### src/sv/bmhq_pkg.sv
// Shared types and codes for the binary min-heap queue.
package bmhq_pkg;

   localparam int KeyWidth   = 32;
   localparam int CountWidth = 7;

   typedef logic signed [KeyWidth-1:0] key_type;

   typedef enum logic {
      OP_INSERT = 1'b0,
      OP_REMOVE = 1'b1
   } opcode_type;

   typedef enum logic [1:0] {
      STATUS_OK         = 2'd0,
      STATUS_FULL       = 2'd1,
      STATUS_EMPTY      = 2'd2,
      STATUS_RESERVED   = 2'd3
   } status_type;

   typedef enum logic [2:0] {
      ST_IDLE,
      ST_UP_RD,
      ST_UP_CMP,
      ST_DN_LAST,
      ST_DN_RD,
      ST_DN_CMP
   } state_type;

endpackage

### src/sv/binary_min_heap_queue.sv
// Binary min-heap priority queue: top level with heap store and sift sequencer.
//
// Usage: raise start with req_opcode/req_value; the word is taken at the edge
// where start is high and busy is low. OP_INSERT adds req_value, OP_REMOVE
// takes out the smallest key. Every accepted word produces exactly one
// response word, shown for a single cycle with rsp_strobe high: the key
// removed (zero for an insert), the new minimum (zero when empty), the entry
// count and a status. The receiver cannot hold responses off.
//
// Timing: a rejected word (insert when full, remove when empty) answers on
// the next cycle and busy never rises. An insert walks up, a remove walks
// down; each level takes a registered memory read and a compare/write
// through the shared key comparator. At the default depth an insert moves
// at most 6 levels and a remove at most 5. busy rises at the accepting edge
// and falls as the response shows; the next word is taken at the end of the
// response cycle. Reset (synchronous, active high) empties the queue; the
// store is not cleared, only entries below the count are read.
module binary_min_heap_queue #(
   parameter int CAPACITY = 64
) (
   input  logic                              clock,
   input  logic                              reset,
   input  logic                              start,
   output logic                              busy,
   input  logic                              req_opcode,
   input  logic signed [31:0]                req_value,
   output logic                              rsp_strobe,
   output logic signed [31:0]                rsp_removed_value,
   output logic signed [31:0]                rsp_top_value,
   output logic [6:0]                        rsp_entry_count,
   output logic [1:0]                        rsp_status
);

   localparam int AW = (CAPACITY > 1) ? $clog2(CAPACITY) : 1;   // slot address
   localparam int CW = $clog2(CAPACITY + 1);                     // entry count
   localparam int IW = AW + 2;                                   // child index

   // heap store: one write port, two registered read ports
   bmhq_pkg::key_type mem [CAPACITY];
   bmhq_pkg::key_type rd_a_ff;
   bmhq_pkg::key_type rd_b_ff;
   logic [AW-1:0]     rd_a_addr;
   logic [AW-1:0]     rd_b_addr;
   logic              wr_en;
   logic [AW-1:0]     wr_addr;
   bmhq_pkg::key_type wr_data;

   // control and datapath registers
   bmhq_pkg::state_type state_ff, state_in;
   logic [CW-1:0]       count_ff, count_in;
   logic [AW-1:0]       pos_ff, pos_in;
   bmhq_pkg::key_type   cur_ff, cur_in;        // key being sifted
   bmhq_pkg::key_type   root_ff, root_in;      // copy of slot 0
   bmhq_pkg::key_type   removed_ff, removed_in;
   logic                is_remove_ff, is_remove_in;

   logic                rsp_strobe_ff, rsp_strobe_in;
   bmhq_pkg::key_type   rsp_removed_ff, rsp_removed_in;
   bmhq_pkg::key_type   rsp_top_ff, rsp_top_in;
   logic [6:0]          rsp_count_ff, rsp_count_in;
   bmhq_pkg::status_type rsp_status_ff, rsp_status_in;

   // index arithmetic
   logic [IW-1:0] n_ext;
   logic [IW-1:0] left_idx;
   logic [IW-1:0] right_idx;
   logic          left_ok;
   logic          right_ok;
   logic [AW-1:0] parent_idx;
   logic [31:0]   count_wide;

   // decisions
   logic              accept;
   logic              acc_insert;
   logic              acc_remove;
   logic              reject_full;
   logic              reject_empty;
   logic              up_at_root;
   logic              up_move;
   logic              dn_empty;
   logic              dn_leaf;
   logic              pick_right;
   bmhq_pkg::key_type best_val;
   logic [IW-1:0]     best_idx;
   logic              dn_move;
   logic              finish;
   bmhq_pkg::key_type cmp_lhs;
   bmhq_pkg::key_type cmp_rhs;
   logic              key_less;

   assign n_ext      = IW'(count_ff);
   assign left_idx   = (IW'(pos_ff) << 1) + IW'(1);
   assign right_idx  = left_idx + IW'(1);
   assign left_ok    = left_idx < n_ext;
   assign right_ok   = right_idx < n_ext;
   assign parent_idx = (pos_ff - AW'(1)) >> 1;

   assign accept       = start && (state_ff == bmhq_pkg::ST_IDLE);
   assign acc_insert   = accept && (req_opcode == bmhq_pkg::OP_INSERT);
   assign acc_remove   = accept && (req_opcode == bmhq_pkg::OP_REMOVE);
   assign reject_full  = acc_insert && (count_ff == CW'(CAPACITY));
   assign reject_empty = acc_remove && (count_ff == '0);

   // one comparator serves both walks: hole key against parent going up,
   // best child against hole key going down
   assign cmp_lhs  = (state_ff == bmhq_pkg::ST_DN_CMP) ? best_val : cur_ff;
   assign cmp_rhs  = (state_ff == bmhq_pkg::ST_DN_CMP) ? cur_ff : rd_a_ff;
   assign key_less = cmp_lhs < cmp_rhs;

   assign up_at_root = (pos_ff == '0);
   assign up_move    = key_less;                           // parent read in rd_a
   assign dn_empty   = (count_ff == '0);
   assign dn_leaf    = !left_ok;
   // left child wins a tie between the two children
   assign pick_right = right_ok && (rd_b_ff < rd_a_ff);
   assign best_val   = pick_right ? rd_b_ff : rd_a_ff;
   assign best_idx   = pick_right ? right_idx : left_idx;
   assign dn_move    = key_less;

   always_comb begin
      finish = 1'b0;
      case (state_ff)
         bmhq_pkg::ST_UP_RD:   finish = up_at_root;
         bmhq_pkg::ST_UP_CMP:  finish = !up_move;
         bmhq_pkg::ST_DN_LAST: finish = dn_empty;
         bmhq_pkg::ST_DN_RD:   finish = dn_leaf;
         bmhq_pkg::ST_DN_CMP:  finish = !dn_move;
         default:              finish = 1'b0;
      endcase
   end

   // next state
   always_comb begin
      state_in = state_ff;
      case (state_ff)
         bmhq_pkg::ST_IDLE: begin
            if (acc_insert && !reject_full) begin
               state_in = bmhq_pkg::ST_UP_RD;
            end else if (acc_remove && !reject_empty) begin
               state_in = bmhq_pkg::ST_DN_LAST;
            end
         end
         bmhq_pkg::ST_UP_RD: begin
            state_in = up_at_root ? bmhq_pkg::ST_IDLE : bmhq_pkg::ST_UP_CMP;
         end
         bmhq_pkg::ST_UP_CMP: begin
            state_in = up_move ? bmhq_pkg::ST_UP_RD : bmhq_pkg::ST_IDLE;
         end
         bmhq_pkg::ST_DN_LAST: begin
            state_in = dn_empty ? bmhq_pkg::ST_IDLE : bmhq_pkg::ST_DN_RD;
         end
         bmhq_pkg::ST_DN_RD: begin
            state_in = dn_leaf ? bmhq_pkg::ST_IDLE : bmhq_pkg::ST_DN_CMP;
         end
         bmhq_pkg::ST_DN_CMP: begin
            state_in = dn_move ? bmhq_pkg::ST_DN_RD : bmhq_pkg::ST_IDLE;
         end
         default: state_in = bmhq_pkg::ST_IDLE;
      endcase
   end

   // datapath, memory ports and response
   always_comb begin
      count_in     = count_ff;
      pos_in       = pos_ff;
      cur_in       = cur_ff;
      removed_in   = removed_ff;
      is_remove_in = is_remove_ff;
      rd_a_addr    = '0;
      rd_b_addr    = '0;
      wr_en        = 1'b0;
      wr_addr      = pos_ff;
      wr_data      = cur_ff;

      case (state_ff)
         bmhq_pkg::ST_IDLE: begin
            if (acc_insert && !reject_full) begin
               // hole opens at the end of the array
               pos_in       = AW'(count_ff);
               cur_in       = req_value;
               count_in     = count_ff + CW'(1);
               is_remove_in = 1'b0;
            end else if (acc_remove && !reject_empty) begin
               removed_in   = root_ff;
               count_in     = count_ff - CW'(1);
               rd_a_addr    = AW'(count_ff - CW'(1));   // fetch last entry
               is_remove_in = 1'b1;
            end
         end
         bmhq_pkg::ST_UP_RD: begin
            if (up_at_root) begin
               wr_en = 1'b1;
            end else begin
               rd_a_addr = parent_idx;
            end
         end
         bmhq_pkg::ST_UP_CMP: begin
            wr_en = 1'b1;
            if (up_move) begin
               wr_data = rd_a_ff;                   // parent drops into the hole
               pos_in  = parent_idx;
            end
         end
         bmhq_pkg::ST_DN_LAST: begin
            cur_in = rd_a_ff;
            pos_in = '0;
         end
         bmhq_pkg::ST_DN_RD: begin
            if (dn_leaf) begin
               wr_en = 1'b1;
            end else begin
               rd_a_addr = left_idx[AW-1:0];
               rd_b_addr = right_idx[AW-1:0];
            end
         end
         bmhq_pkg::ST_DN_CMP: begin
            wr_en = 1'b1;
            if (dn_move) begin
               wr_data = best_val;                  // child rises into the hole
               pos_in  = best_idx[AW-1:0];
            end
         end
         default: begin
            wr_en = 1'b0;
         end
      endcase
   end

   always_comb begin
      root_in = root_ff;
      if (wr_en && (wr_addr == '0)) begin
         root_in = wr_data;
      end
   end

   assign count_wide = 32'(count_ff);

   // response word
   always_comb begin
      rsp_strobe_in  = 1'b0;
      rsp_removed_in = '0;
      rsp_top_in     = (count_ff != '0) ? root_in : '0;
      rsp_count_in   = count_wide[6:0];
      rsp_status_in  = bmhq_pkg::STATUS_OK;
      if (reject_full) begin
         rsp_strobe_in = 1'b1;
         rsp_status_in = bmhq_pkg::STATUS_FULL;
      end else if (reject_empty) begin
         rsp_strobe_in = 1'b1;
         rsp_status_in = bmhq_pkg::STATUS_EMPTY;
      end else if (finish) begin
         rsp_strobe_in  = 1'b1;
         rsp_removed_in = is_remove_ff ? removed_ff : '0;
      end
   end

   always_ff @(posedge clock) begin
      if (wr_en) begin
         mem[wr_addr] <= wr_data;
      end
      rd_a_ff <= mem[rd_a_addr];
      rd_b_ff <= mem[rd_b_addr];
   end

   always_ff @(posedge clock) begin
      if (reset) begin
         state_ff      <= bmhq_pkg::ST_IDLE;
         count_ff      <= '0;
         rsp_strobe_ff <= 1'b0;
      end else begin
         state_ff      <= state_in;
         count_ff      <= count_in;
         rsp_strobe_ff <= rsp_strobe_in;
      end
   end

   always_ff @(posedge clock) begin
      pos_ff         <= pos_in;
      cur_ff         <= cur_in;
      root_ff        <= root_in;
      removed_ff     <= removed_in;
      is_remove_ff   <= is_remove_in;
      rsp_removed_ff <= rsp_removed_in;
      rsp_top_ff     <= rsp_top_in;
      rsp_count_ff   <= rsp_count_in;
      rsp_status_ff  <= rsp_status_in;
   end

   assign busy              = (state_ff != bmhq_pkg::ST_IDLE);
   assign rsp_strobe        = rsp_strobe_ff;
   assign rsp_removed_value = rsp_removed_ff;
   assign rsp_top_value     = rsp_top_ff;
   assign rsp_entry_count   = rsp_count_ff;
   assign rsp_status        = rsp_status_ff;

   // count never runs past the store depth
   a_count_bound: assert property (@(posedge clock) disable iff (reset)
      count_ff <= CW'(CAPACITY))
      else $error("entry count above capacity");

   // a full insert is answered next cycle with the full status, no walk
   a_full_reject: assert property (@(posedge clock) disable iff (reset)
      reject_full |=> (rsp_strobe && rsp_status == bmhq_pkg::STATUS_FULL && !busy))
      else $error("full insert not rejected");

   // every walk ends with a response word
   a_walk_response: assert property (@(posedge clock) disable iff (reset)
      (!$past(reset) && $fell(busy)) |-> rsp_strobe)
      else $error("sift ended without response");

   // hole stays inside the live entries while sifting
   a_hole_in_range: assert property (@(posedge clock) disable iff (reset)
      (state_ff == bmhq_pkg::ST_UP_CMP || state_ff == bmhq_pkg::ST_DN_CMP)
         |-> (CW'(pos_ff) < count_ff))
      else $error("sift position outside heap");

endmodule

### config.mk
export PLATFORM = sky130hd
export DESIGN_NAME = binary_min_heap_queue
export DESIGN_NICKNAME = d
export VERILOG_FILES = /design/src/sv/bmhq_pkg.sv /design/src/sv/binary_min_heap_queue.sv
export SDC_FILE = /design/constraint.sdc
export NUM_CORES = 2
export LEC_CHECK = 0
export ABC_AREA = 1
export BUFFER_PORTS_ARGS = -buffer_cell sky130_fd_sc_hd__buf_2
export CORE_ASPECT_RATIO = 0.5
export CORE_UTILIZATION = 25
export CTS_CLUSTER_DIAMETER = 40
export DETAILED_ROUTE_END_ITERATION = 16
export PLACE_DENSITY_LB_ADDON = 0.12
export REMOVE_ABC_BUFFERS = 1
export SYNTH_ARGS = -nofsm -noshare
export SYNTH_HDL_FRONTEND = slang
export SYNTH_SLANG_ARGS = --single-unit
### constraint.sdc
create_clock -name clock -period 8.6 [get_ports clock]
set_clock_uncertainty 0.15 [all_clocks]
set_input_delay 0.86 -clock clock [delete_from_list [all_inputs] [get_ports clock]]
set_output_delay 0.86 -clock clock [all_outputs]
set_load 0.01 [all_outputs]
==> results.tsv <==
metric	value	unit
outcome	complete, no violations	
clk slew on worst S/H paths	50	ps
maximum fanout count along the critical path	42	
via/cell ratio	5.031	
layout cell share with drive strength beyond 1	13.71	%
area growth from synthesis to layout	18.84	%
remaining global-route overflow	0	
total vias in the final route	77565	
area of the core region	415000	sq um
cell depth of the worst hold path	2	
antenna violations before repair	31	
cell type with the largest total area after synthesis	sky130_fd_sc_hd__edfxtp_1	
share of synthesized flip-flops with an asynchronous set or reset	0	%
HPWL after detailed placement	255.9	mm
cell count of the worst reg-to-reg path	28	
arrival time of data at the critical path endpoint	8520	ps
cell leakage power	42.44	nW
post-placement cell area	112300	sq um
average size of a mapped cell	10.99	sq um
setup repair after global routing missed its margin	no	
launch point of the critical path	pos_ff[0]	
source-to-sink clock delay at the later pin of the worst-skew pair	970	ps
cell area after technology mapping	104500	sq um
number of detailed-route iterations in the first pass	6	
number of DRC markers after the initial detailed-route iteration	7661	
number of enable flip-flop cells after synthesis	2119	
yosys warns	0	
cell area after layout	124200	sq um
commonest register cell after synthesis	sky130_fd_sc_hd__edfxtp_1	
Netlist cell types	47	
measured slew at the worst slew-check pin	1411	ps
site row count	167	
highest ir drop seen on vdd	270.8	uV
main area contributors after synthesis	sky130_fd_sc_hd__edfxtp_1 (61%), sky130_fd_sc_hd__o211ai_1 (6.1%), sky130_fd_sc_hd__o21ai_0 (6.0%)	
category of the worst setup path capture point	register	
Die Span Y	459.2	um
FF-to-FF setup slack	560	ps
cell with the largest stage delay on the worst path	sky130_fd_sc_hd__nand3_2	
total of max-cap violations	0	
worst hold path class	in -> reg	
hold violation total from the final report	0	
setup-violating endpoint count in the final report	0	
floorplan die width	916.3	um
wire length of the first global-routing pass	616.1	mm
most used standard cells in the synthesized netlist	sky130_fd_sc_hd__edfxtp_1 (2,119), sky130_fd_sc_hd__o21ai_0 (1,251), sky130_fd_sc_hd__nand2_1 (1,248)	
post-place setup slack	588.6	ps
GRT Resource Usage Total	20.64	%
clock tree from TritonCTS	done	
residual antenna-violating net count after detailed routing	0	
RR Startpoint	pos_ff[0]	
global placer's final weighted congestion	0.8262	
wire length per cell after detailed routing	29.03	um
post-route clock period utilization	93.49	%
I/O Pins	111	
Root Buffer Master	sky130_fd_sc_hd__clkbuf_16	
I/O Buffers	110	
register area share after synthesis	64.34	%
maximum number of pins on one net before global-route repair	171	
power per cell area	377.4	nW/um^2
share of Yosys cell area claimed by the top area cell type	60.89	%
layout net count	9657	
category of the worst setup path launch point	register	
cell with the most instances after synthesis	sky130_fd_sc_hd__edfxtp_1	
data required time at the worst endpoint	9080	ps
post-synthesis sequential element count	2299	
number of clock sinks	2299	
number of buffers inserted during clock tree synthesis	351	
library cell appearing most often on the critical path	sky130_fd_sc_hd__nand2_1	
starting utilization of the core area	25.18	%
final wirelength	447.5	mm
Bufs on Longest Clock Path	4	
setup slack after layout	560.1	ps
die outline area	420700	sq um
Slew Limit Headroom	5.515	%
worst stage delay on the critical path	870	ps
maximum level of the CTS H-tree	5	
classification of the worst setup path	reg -> reg	
DRC	0	
endpoint of the worst-slack reg-to-reg timing path	mem[17][10]	
timing endpoint of the critical path	mem[17][10]	
Highest Clock Rate	0.1244	GHz
number of global-route vias before repair	74687	
synthesized instance count	9505	
final count of pins violating max slew	0	
setup_tns	0	ps
worst slack on hold paths	85.17	ps
minimum period implied by the final worst setup slack	8040	ps
## placed cells by master, fill, tap and decap left out, types with 6 or more instances in the layout
master / Yosys / routed
sky130_fd_sc_hd__o21ai_0: 1251 / 1251
sky130_fd_sc_hd__buf_12: 0 / 47
sky130_fd_sc_hd__nand4_1: 96 / 96
sky130_fd_sc_hd__clkinvlp_4: 0 / 30
sky130_fd_sc_hd__nand3_2: 1 / 20
sky130_fd_sc_hd__clkinv_1: 2 / 36
sky130_fd_sc_hd__inv_6: 0 / 47
sky130_fd_sc_hd__ha_1: 79 / 79
sky130_fd_sc_hd__nor3_1: 13 / 10
sky130_fd_sc_hd__nand3_1: 413 / 392
sky130_fd_sc_hd__mux2_2: 215 / 215
sky130_fd_sc_hd__a31oi_1: 69 / 69
sky130_fd_sc_hd__nand2_1: 1248 / 1245
sky130_fd_sc_hd__bufinv_16: 0 / 39
sky130_fd_sc_hd__clkinv_4: 0 / 24
sky130_fd_sc_hd__o22ai_1: 85 / 85
sky130_fd_sc_hd__clkbuf_1: 393 / 36
sky130_fd_sc_hd__nand2_2: 4 / 6
sky130_fd_sc_hd__o211ai_1: 851 / 851
sky130_fd_sc_hd__buf_4: 35 / 230
sky130_fd_sc_hd__nor2_4: 3 / 72
sky130_fd_sc_hd__nor2_1: 564 / 496
sky130_fd_sc_hd__a21oi_1: 299 / 298
sky130_fd_sc_hd__clkinv_2: 0 / 44
sky130_fd_sc_hd__buf_2: 219 / 110
sky130_fd_sc_hd__diode_2: 0 / 11
sky130_fd_sc_hd__clkbuf_16: 0 / 361
sky130_fd_sc_hd__or2_2: 31 / 31
sky130_fd_sc_hd__a211oi_1: 190 / 190
sky130_fd_sc_hd__xor2_1: 14 / 14
sky130_fd_sc_hd__inv_1: 984 / 972
sky130_fd_sc_hd__o21ai_1: 52 / 51
sky130_fd_sc_hd__dfxtp_1: 180 / 180
sky130_fd_sc_hd__inv_8: 0 / 17
sky130_fd_sc_hd__edfxtp_1: 2119 / 2119
sky130_fd_sc_hd__inv_2: 14 / 21
## per-layer routing
metal,GRT usage [%],wire length [um]
met3,2.271,21790
met5,0,0
met2,33.01,203300
met4,6.029,13310
met1,29.50,209100
## worst max-delay path: cells and delay by family, from the launching register on
family	cells	cell delay, ps
and+or+nand+nor	11	2670
adders and majority gates	2	660
buffers and inverters	7	2010
AOI/OAI and AO/OA	8	1640
DFF	1	500
## state kept, by name, summed over array words and instances (netlist names), 6 cells and up
name,count
removed_ff,32
root_ff,32
rd_b_ff,32
rsp_removed_value,32
cur_ff,32
mem,2048
rsp_entry_count,7
pos_ff,6
rd_a_ff,32
rsp_top_value,32
count_ff,7
## through the flow
step / total power [W] / util [%] / cells
2_1_floorplan: 0.02538 / - / 8802
3_3_place_gp: 0.03253 / 27.05 / 14765
3_5_place_dp: 0.03237 / 27.06 / 14766
4_1_cts: 0.04719 / 29.92 / 15406
5_1_grt: 0.04893 / 29.92 / 15407
6_report: 0.04686 / 29.93 / 15417
## report_power, final
| group | internal [W] | switching, W |
|---|---|---|
| clock network | 0.00898 | 0.00574 |
| registers | 0.0145 | 0.000371 |
| logic | 0.00429 | 0.0130 |
## layout make-up
cell class	instances	area, sq um
Timing Repair Buffer	387	3218
Inverter	1001	3795
Sequential cell	2299	67230
Clock buffer	401	9224
Multi-Input combinational cell	5502	31070
Fill cell	42711	290800
Antenna cell	11	27.53
Tap cell	5577	6978
Clock inverter	239	2638
## worst min path at each step
stage / slack [ps] / endpoint / startpoint
floorplan: 250 / removed_ff[10] / root_ff[10]
global placement: 260 / removed_ff[12] / root_ff[12]
detailed placement: 260 / removed_ff[13] / root_ff[13]
CTS: 30 / rsp_status[0] / req_opcode
global route: 40 / rsp_status[0] / req_opcode
finish: 90 / rsp_status[0] / req_opcode
## repair_timing
| item | 4_1_cts | 5_1_grt |
|---|---|---|
| hold endpoints to repair | 0 | 0 |
| gates resized for setup | 0 | 1 |
| endpoints found under the setup margin | 0 | 22 |
| hold buffers | 0 | 0 |
| setup buffers | 0 | 0 |
## cells by family after synthesis
logic type                 share of synthesized area, %
AOI/OAI and AO/OA                                 16.20
and+or+nand+nor                                   9.476
DFF                                               64.34
buffers and inverters                             6.605
muxes                                             2.317
adders and majority gates                        0.9459
xor gates and xnor gates                         0.1173
Note: power is estimated with default switching activity, not from simulation.
